[src/hw/rtl/lft_pkg.sv]
`timescale 1ns / 1ps

package lft_pkg;

  localparam int NumFrames = 16;
  localparam int OwnerBits = 8;
  localparam int FrameW    = 4;
  localparam int OwnerW    = 8;
  localparam int CntW      = $clog2(NumFrames + 1);

  localparam logic [1:0] CmdTouch = 2'd0;
  localparam logic [1:0] CmdEvict = 2'd1;
  localparam logic [1:0] CmdClear = 2'd2;

  localparam logic [1:0] StOk    = 2'd0;
  localparam logic [1:0] StEmpty = 2'd1;
  localparam logic [1:0] StDone  = 2'd2;

  typedef struct packed {
    logic                 en;
    logic                 touch;
    logic                 evict;
    logic [FrameW-1:0]    frame;
    logic [OwnerBits-1:0] owner;
  } lft_ctl_t;

endpackage

[src/hw/rtl/lft_cell.sv]
`timescale 1ns / 1ps

module lft_cell (
  input  logic                         clk_i,
  input  lft_pkg::lft_ctl_t            ctl_i,
  input  logic                         valid_i,
  input  logic                         prev_valid_i,
  input  logic                         next_valid_i,
  input  logic                         shift_i,
  input  logic [lft_pkg::FrameW-1:0]   nb_frame_i,
  input  logic [lft_pkg::OwnerBits-1:0] nb_owner_i,
  output logic                         shift_o,
  output logic                         hit_o,
  output logic [lft_pkg::FrameW-1:0]   frame_o,
  output logic [lft_pkg::OwnerBits-1:0] owner_o
);

  logic [lft_pkg::FrameW-1:0]    frame_q, frame_d;
  logic [lft_pkg::OwnerBits-1:0] owner_q, owner_d;
  logic                          moving;
  logic                          take_nb;
  logic                          take_new;

  assign hit_o   = valid_i & (frame_q == ctl_i.frame);
  assign moving  = shift_i | hit_o;
  assign shift_o = moving;

  // pull from the younger neighbor when the gap from a hit or evict passes by
  assign take_nb  = ctl_i.en & (ctl_i.evict | (ctl_i.touch & moving & next_valid_i));
  // tail takes the re-touched frame; first empty cell takes an appended one
  assign take_new = ctl_i.en & ctl_i.touch &
                    ((valid_i & ~next_valid_i & moving) |
                     (~valid_i & prev_valid_i & ~shift_i));

  always_comb begin
    frame_d = frame_q;
    owner_d = owner_q;
    if (take_new) begin
      frame_d = ctl_i.frame;
      owner_d = ctl_i.owner;
    end else if (take_nb) begin
      frame_d = nb_frame_i;
      owner_d = nb_owner_i;
    end
  end

  always_ff @(posedge clk_i) begin
    frame_q <= frame_d;
    owner_q <= owner_d;
  end

  assign frame_o = frame_q;
  assign owner_o = owner_q;

endmodule

[src/hw/rtl/lru_frame_tracker_core.sv]
`timescale 1ns / 1ps

// LRU replacement list of up to NumFrames distinct frame numbers, each with the
// owner id last recorded for it. Commands: touch (move a frame to the newest end
// or append it, storing its owner; a touch of an absent frame on a full list is
// ignored), evict (remove the oldest frame and return it with its owner, or
// report an empty list), clear. Every command returns one result with the
// occupancy after it. One transaction is accepted per clock cycle and its result
// appears in the output register on the next cycle: the list is a chain of
// cells that all compare the frame against their entry and shift toward the
// old end in the same cycle, so the compare-and-shift across the
// chain sets the rate. The input stalls only while a finished result is held
// by a stalled output.
module lru_frame_tracker_core (
  input  logic                        clk_i,
  input  logic                        rst_ni,
  input  logic                        in_valid_i,
  output logic                        in_stall_o,
  input  logic [1:0]                  cmd_i,
  input  logic [lft_pkg::FrameW-1:0]  frame_i,
  input  logic [lft_pkg::OwnerW-1:0]  owner_i,
  output logic                        out_valid_o,
  input  logic                        out_stall_i,
  output logic [lft_pkg::FrameW-1:0]  evicted_frame_o,
  output logic [lft_pkg::OwnerW-1:0]  evicted_owner_o,
  output logic [1:0]                  status_o,
  output logic [lft_pkg::CntW-1:0]    occupancy_o
);

  localparam int N = lft_pkg::NumFrames;

  lft_pkg::lft_ctl_t              ctl;
  logic                           accept;
  logic [lft_pkg::CntW-1:0]       count_q, count_d;
  logic [N-1:0]                   valid_vec;
  logic [N-1:0]                   hit_vec;
  logic [N-1:0]                   shift_vec;
  logic [lft_pkg::FrameW-1:0]     cell_frame [N];
  logic [lft_pkg::OwnerBits-1:0]  cell_owner [N];
  logic                           any_hit;
  logic                           out_valid_q;
  logic [lft_pkg::FrameW-1:0]     ev_frame_q, ev_frame_d;
  logic [lft_pkg::OwnerW-1:0]     ev_owner_q, ev_owner_d;
  logic [1:0]                     status_q, status_d;

  assign in_stall_o = out_valid_q & out_stall_i;
  assign accept     = in_valid_i & ~in_stall_o;

  assign ctl.en    = accept;
  assign ctl.touch = (cmd_i == lft_pkg::CmdTouch);
  assign ctl.evict = (cmd_i == lft_pkg::CmdEvict) & (count_q != '0);
  assign ctl.frame = frame_i;
  assign ctl.owner = owner_i[lft_pkg::OwnerBits-1:0];

  for (genvar i = 0; i < N; i++) begin : g_cell
    logic prev_v, next_v, sh_in;
    logic [lft_pkg::FrameW-1:0]    nb_f;
    logic [lft_pkg::OwnerBits-1:0] nb_o;

    assign valid_vec[i] = (lft_pkg::CntW'(i) < count_q);

    if (i == 0) begin : g_first
      assign prev_v = 1'b1;
      assign sh_in  = 1'b0;
    end else begin : g_mid
      assign prev_v = valid_vec[i-1];
      assign sh_in  = shift_vec[i-1];
    end

    if (i == N - 1) begin : g_last
      assign next_v = 1'b0;
      assign nb_f   = cell_frame[i];
      assign nb_o   = cell_owner[i];
    end else begin : g_inner
      assign next_v = valid_vec[i+1];
      assign nb_f   = cell_frame[i+1];
      assign nb_o   = cell_owner[i+1];
    end

    lft_cell u_cell (
      .clk_i        (clk_i),
      .ctl_i        (ctl),
      .valid_i      (valid_vec[i]),
      .prev_valid_i (prev_v),
      .next_valid_i (next_v),
      .shift_i      (sh_in),
      .nb_frame_i   (nb_f),
      .nb_owner_i   (nb_o),
      .shift_o      (shift_vec[i]),
      .hit_o        (hit_vec[i]),
      .frame_o      (cell_frame[i]),
      .owner_o      (cell_owner[i])
    );
  end

  assign any_hit = shift_vec[N-1];

  always_comb begin
    count_d    = count_q;
    ev_frame_d = '0;
    ev_owner_d = '0;
    status_d   = lft_pkg::StOk;
    unique case (cmd_i)
      lft_pkg::CmdTouch: begin
        status_d = lft_pkg::StDone;
        if (!any_hit && count_q != lft_pkg::CntW'(N)) begin
          count_d = count_q + 1'b1;
        end
      end
      lft_pkg::CmdEvict: begin
        if (count_q == '0) begin
          status_d = lft_pkg::StEmpty;
        end else begin
          ev_frame_d = cell_frame[0];
          ev_owner_d = lft_pkg::OwnerW'(cell_owner[0]);
          count_d    = count_q - 1'b1;
        end
      end
      lft_pkg::CmdClear: begin
        status_d = lft_pkg::StDone;
        count_d  = '0;
      end
      default: begin
        status_d = lft_pkg::StOk;
      end
    endcase
  end

  always_ff @(posedge clk_i or negedge rst_ni) begin
    if (!rst_ni) begin
      count_q     <= '0;
      out_valid_q <= 1'b0;
    end else begin
      if (accept) begin
        count_q     <= count_d;
        out_valid_q <= 1'b1;
      end else if (!out_stall_i) begin
        out_valid_q <= 1'b0;
      end
    end
  end

  always_ff @(posedge clk_i) begin
    if (accept) begin
      ev_frame_q <= ev_frame_d;
      ev_owner_q <= ev_owner_d;
      status_q   <= status_d;
    end
  end

  assign out_valid_o     = out_valid_q;
  assign evicted_frame_o = ev_frame_q;
  assign evicted_owner_o = ev_owner_q;
  assign status_o        = status_q;
  assign occupancy_o     = count_q;

`ifndef SYNTHESIS
  a_count_bound: assert property (@(posedge clk_i) disable iff (!rst_ni)
    count_q <= lft_pkg::CntW'(N))
    else $error("occupancy above capacity");

  a_hit_onehot: assert property (@(posedge clk_i) disable iff (!rst_ni)
    $onehot0(hit_vec))
    else $error("frame held in more than one cell");

  a_empty_evict: assert property (@(posedge clk_i) disable iff (!rst_ni)
    accept && cmd_i == lft_pkg::CmdEvict && count_q == '0 |=>
      status_q == lft_pkg::StEmpty && count_q == '0)
    else $error("evict on empty list mishandled");

  a_clear: assert property (@(posedge clk_i) disable iff (!rst_ni)
    accept && cmd_i == lft_pkg::CmdClear |=> count_q == '0 && out_valid_q)
    else $error("clear did not empty the list");
`endif

endmodule

[config.mk]
export PLATFORM = sky130hd
export DESIGN_NAME = lru_frame_tracker_core
export DESIGN_NICKNAME = d
export VERILOG_FILES = /design/src/hw/rtl/lft_pkg.sv /design/src/hw/rtl/lft_cell.sv /design/src/hw/rtl/lru_frame_tracker_core.sv
export SDC_FILE = /design/constraint.sdc
export NUM_CORES = 1
export LEC_CHECK = 0
export BUFFER_PORTS_ARGS = -buffer_cell sky130_fd_sc_hd__buf_2
export CORE_AREA = 4 4 223 138
export DETAILED_ROUTE_END_ITERATION = 8
export DIE_AREA = 0 0 227 142
export PLACE_DENSITY_LB_ADDON = 0.1
export SKIP_LAST_GASP = 1
export SYNTH_ARGS = -nofsm -noshare
export SYNTH_HDL_FRONTEND = slang
export SYNTH_SLANG_ARGS = --single-unit
[constraint.sdc]
create_clock -name clk_i -period 11.4 [get_ports clk_i]
set_input_delay 1.71 -clock clk_i [delete_from_list [all_inputs] [get_ports clk_i]]
set_output_delay 1.71 -clock clk_i [all_outputs]
set_load 0.02 [all_outputs]
---- Yosys cells after proc, flatten, opt, wreduce, memory -nomap -nowiden ----
Cells that the tools add are included.
word-level totals
  bits in registers ....................... 212
  input port bits ......................... 18
  output and inout port bits .............. 21
  logic and storage cells ................. 374
cells by class
  order comparisons ....................... 16
  equality and inequality tests ........... 22
  bitwise gates (word level) .............. 206
  $add $sub $neg .......................... 2
  reduce and logical (&&, ||, !) cells .... 24
  multiplexer cells ....................... 67
operator list
  operator               number
  $mux W8                30
  $and A1 B1 Y1          127
  $mux W4                30
  $eq A4 B4 Y1           16
  $or A1 B1 Y1           46
  $lt A4 B5 Y1 const A   8
  $not A1 Y1             33
  $reduce_bool A2 Y1     15
  $lt A3 B5 Y1 const A   4
  $pmux W5 S3            1
  $lt A1 B5 Y1 const A   2
  $lt A2 B5 Y1 const A   2
  $mux W5                2
  $add A5 B1 Y5 const B  1
  $logic_not A5 Y1       1
  $ne A5 B5 Y1 const B   1
  $reduce_bool A5 Y1     1
  $sub A5 B1 Y5 const B  1
  $ne A2 B2 Y1 const B   2
  $pmux W2 S2            1
  $reduce_and A4 Y1      1
  $reduce_or A2 Y1       2
  $mux W1                3
  $reduce_bool A3 Y1     1
  other kinds (6)        6

---- Longest topological paths before layout ----
  depth in word-level cells ............... 22
  gate-level depth with buffers ........... 12
  mapped depth without buffers ............ 8

---- Cells and area by module ----
A second synthesis with hierarchy kept.
unflattened totals
  cells, all modules ...................... 902
  area, all modules ....................... 11908.9 um^2
by module, submodules not included
  module                  cells each  area an instance (um^2)  sequential area each (um^2)  times used
  lft_cell                49          669.4                    360.3                        16
  lru_frame_tracker_core  118         1198.6                   570.5                        1

---- Least setup slack after synthesis ----
Ideal clock, no wire load.
  path kind ............................... input -> register
  start ................................... input in_valid_i
  end ..................................... register g_cell[13].u_cell.frame_q (netlist bit g_cell[13].u_cell.frame_o[0]) (enable)
  path buffers ............................ 1
  data arrival time ....................... 4.763 ns
  setup time .............................. 0.425 ns
  stages on the path ...................... 4
  required time ........................... 10.975 ns
  path slack .............................. 6.212 ns
  cell sequence ........................... a21boi_1 nand2_1 clkbuf_1 o311ai_0
on the way
  longest elaborated chain between the ends .. 4
  elaborated cells on any way between the ends .. 5
  classes of those cells .................. bitwise: 4; reduce/logical: 1
RTL lines
  what                                     line                          text
  start: declaration                       lru_frame_tracker_core.sv:17  input logic in_valid_i,
  $and A1 B1 Y1 (*)                        lru_frame_tracker_core.sv:47  assign accept = in_valid_i & ~in_stall_o;
  $and A1 B1 Y1 (2 in a row)               lft_cell.sv:31                assign take_new = ctl_i.en & ctl_i.touch &
  $reduce_bool A2 Y1 (no source line) (*)  -
  end signal: assignment                   lft_cell.sv:48                frame_q <= frame_d;
  end: declaration                         lft_cell.sv:18                logic [lft_pkg::FrameW-1:0] frame_q, frame_d;
Mark *: on every way between the ends. The rest lies on a longest branch, timed or not.
A chain may end at the register's enable or synchronous reset.

---- Worst setup path in the final report ----
  start ................................... input frame_i[0] (netlist bit)
  end ..................................... register g_cell[7].u_cell.frame_q (netlist bit g_cell[7].u_cell.frame_o[2]) (enable)
on the way
  longest elaborated chain between the ends .. 14
  elaborated cells on any way between the ends .. 33
  classes of those cells .................. eq/ne: 8; bitwise: 24; reduce/logical: 1
RTL lines
  what                                     line                          text
  start: declaration                       lru_frame_tracker_core.sv:20  input logic [lft_pkg::FrameW-1:0] frame_i,
  $eq A4 B4 Y1                             lft_cell.sv:24                assign hit_o = valid_i & (frame_q == ctl_i.frame);
  $and A1 B1 Y1                            lft_cell.sv:24
  $or A1 B1 Y1 (7 in a row)                lft_cell.sv:25                assign moving = shift_i | hit_o;
  $and A1 B1 Y1 (2 in a row)               lft_cell.sv:29                assign take_nb = ctl_i.en & (ctl_i.evict | (ctl_i.touch & moving & next_valid_i));
  $or A1 B1 Y1                             lft_cell.sv:29
  $and A1 B1 Y1                            lft_cell.sv:29
  $reduce_bool A2 Y1 (no source line) (*)  -
  end signal: assignment                   lft_cell.sv:48
  end: declaration                         lft_cell.sv:18
Marked as above.

==> impl_metrics.tcl <==
set metrics [dict create \
    critical_path.reg2reg.endpoint "g_cell[14].u_cell.owner_o[1]$_DFFE_PP_" \
    final_antenna_net_count 0 \
    pin_count 39 \
    cp_max_fo 33 \
    rsz0062_at_grt "no" \
    dpl.hpwl_mm 16.7 \
    vias_per_cell 5.43 \
    synthFlopType "edfxtp_1" \
    status "completed" \
    final_nets 824 \
    max_slew.worst_pin.slew_ns 1.25 \
    hold_buffers 0 \
    cts.htree.levels 1 \
    wl_per_cell_um 20.7 \
    rows 48 \
    grt_pass1_vias 6748 \
    routed_wl_mm 24.6 \
    crit_type "in2reg" \
    ff2ff_path_depth 7 \
    die_h_um 142 \
    clkLatencyLatePin_ns 0.53 \
    cts-buffers-inserted 22 \
    start_kind "primary input" \
    port_buffers 38 \
    required_ns 11.46 \
    slew-limit-headroom_pct 16.9 \
    start_util_pct 38.7 \
    syn_nets 816 \
    area_growth_pct 10.6 \
    maxCapViolations 0 \
    arrival_ns 5.33 \
    maxSlewViolCount 0 \
    post-route-period-util_pct 46.2 \
    yosysUniqueCellTypes 64 \
    drc 0 \
    leakage_uw 0.00425 \
    fin_cells 1189 \
    end_kind "flip-flop" \
    path_clk_slew_ns 0.06 \
    fmax_mhz 190 \
    core_um2 28500 \
    crit_start "frame_i[0]" \
    synth_edf_count 206 \
    dr_total_vias 6452 \
    grt_pass1_wl_mm 39.0 \
    layout_setup_ws_ns 6.13 \
    async_reset_ff_share_pct 2.83 \
    cts_tree "built" \
    syn_inst 790 \
    die_area_um2 32200 \
    worst-r2r-setup-slack_ns 6.89 \
    dp_cells 1149 \
    routabilityCongestion 0.801 \
    ys_seq_elements 212 \
    synth_area_um2 11000 \
    yosys_warnings 0 \
    drtIter0Drc 481 \
    endpoint "g_cell[7].u_cell.frame_o[2]$_DFFE_PP_" \
    drt-pass1-iter-count 5 \
    reg2reg_from "occupancy_o[0]$_DFFE_PN0P_" \
    period_minus_slack_ns 5.27 \
    finalSetupTns_ns 0 \
    ys_seq_area_share_pct 57.5 \
    min_path_type "reg2reg" \
    root_buffer "clkbuf_16" \
    clock-skew-final_ns 0.0277 \
    setup_violations 0 \
    grt_max_degree 34 \
    gr-total-overflow 0 \
    drive_above_1_share_pct 33.6 \
    clockBufferDepth 3 \
    die_x_um 227 \
    clock_sinks 212 \
    syn_avg_cell_area_um2 14.0 \
    place_ws_ns 5.62 \
    ir_drop_mv 0.0916 \
    grt_antenna_before_repair 1 \
    postCtsSetupBuffers 0 \
    grt_use_total_pct 15.2 \
    hold_viol 0 \
    post_cts_resized 0 \
    powerDensity_nw_per_um2 178 \
]
-- cell type report --
class	instances	area (um2)
diodes	2	5.00
clock buffers	25	583
clock inverters	13	165
fillers	2548	16300
inverters	9	33.8
multi-input cells	506	4340
flip-flops and latches	212	6340
well taps	375	469
repair buffers	47	258
-- cells by family (layout without fill, tap and decap cells) --
logic type               after synthesis  in the layout  share of synthesized area (%)
adder cells (fa/ha/maj)                8              8                          0.908
flip-flops                           212            212                           57.5
other                                  0              2                              0
XOR/XNOR                              64             64                           5.08
AND/OR/NAND/NOR                      176            176                           8.53
multiplexers                         171            171                           18.4
buffers and inverters                 72             94                           3.55
AO/OA/AOI/OAI                         87             87                           6.07
-- per-stage QoR --
step | utilization, % | power (uW) | hold WS, ns | cell area [um2]
floorplan | - | 1310 | 0.497 | 11000
global placement | 40.1 | 1420 | 0.516 | 11400
detailed placement | 40.1 | 1420 | 0.512 | 11400
CTS | 42.7 | 2190 | 0.538 | 12200
global route | 42.7 | 2270 | 0.540 | 12200
finish | 42.7 | 2170 | 0.531 | 12200
-- routing by layer --
| metal | up-vias | track usage [%] | wire length, um | part of all wire (%) |
|---|---|---|---|---|
| li1 | 3007 | - | - | - |
| met1 | 3222 | 22.8 | 12600 | 51 |
| met2 | 178 | 23.0 | 10500 | 43 |
| met3 | 45 | 2.89 | 1040 | 4.2 |
| met4 | 0 | 3.79 | 533 | 2.2 |
| met5 | - | 0 | 0 | 0 |
-- state kept, by name (all words and copies together) (netlist names) --
register / flops
out_valid_o: 1
status_o: 2
g_cell.u_cell.frame_o: 64
g_cell.u_cell.owner_o: 128
occupancy_o: 5
evicted_frame_o: 4
evicted_owner_o: 8
-- cells in the mapped netlist, drive strengths merged (2+ instances only) --
library cell | count | area share (%)
a211o | 2 | 0.16
a211oi | 2 | 0.18
a21boi | 4 | 0.31
a21o | 2 | 0.14
a21oi | 15 | 0.78
a31oi | 3 | 0.17
a32oi | 4 | 0.39
and2 | 17 | 0.96
and3 | 5 | 0.28
and4 | 2 | 0.18
buf | 33 | 2.2
clkbuf | 30 | 1.0
dfrtp | 6 | 1.4
edfxtp | 206 | 56
ha | 8 | 0.91
inv | 9 | 0.31
mux2 | 170 | 18
nand2 | 29 | 0.99
nand3 | 19 | 0.86
nand4 | 11 | 0.62
nor2 | 40 | 1.4
nor3 | 25 | 1.3
nor3b | 2 | 0.28
nor4 | 11 | 0.68
o21ai | 24 | 1.1
o221a | 12 | 1.2
o22a | 4 | 0.33
o2bb2ai | 3 | 0.29
o311ai | 4 | 0.32
o31ai | 2 | 0.14
or2 | 7 | 0.40
or3 | 2 | 0.11
or4 | 2 | 0.14
xnor2 | 40 | 3.2
xor2 | 24 | 1.9
-- critical path: stages --
cell and delay, ns:
buf_2 0.66, xor2_1 0.15, nor4_1 0.43, o2bb2ai_2 0.28, or2_1 0.27, nor3_2 0.10
a32oi_1 1.02, nand3_1 0.70
-- how the worst min path moves through the flow --
stage	from	to	slack [ns]	depth (start not counted)
global placement	g_cell[0].u_cell.owner_o[7]$_DFFE_PP_	evicted_owner_o[7]$_SDFFCE_PP0P_	0.52	1
CTS	g_cell[0].u_cell.owner_o[7]$_DFFE_PP_	evicted_owner_o[7]$_SDFFCE_PP0P_	0.54	1
global route	g_cell[0].u_cell.owner_o[5]$_DFFE_PP_	evicted_owner_o[5]$_SDFFCE_PP0P_	0.54	1
finish	g_cell[0].u_cell.owner_o[7]$_DFFE_PP_	evicted_owner_o[7]$_SDFFCE_PP0P_	0.53	1
detailed placement	g_cell[0].u_cell.owner_o[5]$_DFFE_PP_	evicted_owner_o[5]$_SDFFCE_PP0P_	0.51	1
floorplan	g_cell[0].u_cell.owner_o[0]$_DFFE_PP_	evicted_owner_o[0]$_SDFFCE_PP0P_	0.50	1
-- report_power, final --
group | switching [uW] | internal [uW]
Clock | 299 | 456
Combinational | 253 | 154
Sequential | 62.4 | 940
Total | 615 | 1550
-- cell usage in the layout (no fill, tap or decap), drive strengths merged, types with 3 or more instances in the layout --
master,netlist,final
dfrtp,6,6
nand4,11,11
nor3,25,25
o221a,12,12
a21boi,4,4
ha,8,8
nand3,19,19
clkinv,0,8
bufinv,0,4
nand2,29,29
and2,17,17
nor2,40,40
a21oi,15,15
xor2,24,24
edfxtp,206,206
or2,7,7
o21ai,24,24
nor4,11,11
o22a,4,4
xnor2,40,40
and3,5,5
buf,33,47
mux2,170,170
clkbuf,30,25
o2bb2ai,3,3
o311ai,4,4
inv,9,9
a31oi,3,3
a32oi,4,4
No activity file was read; power rests on OpenSTA's default activity.
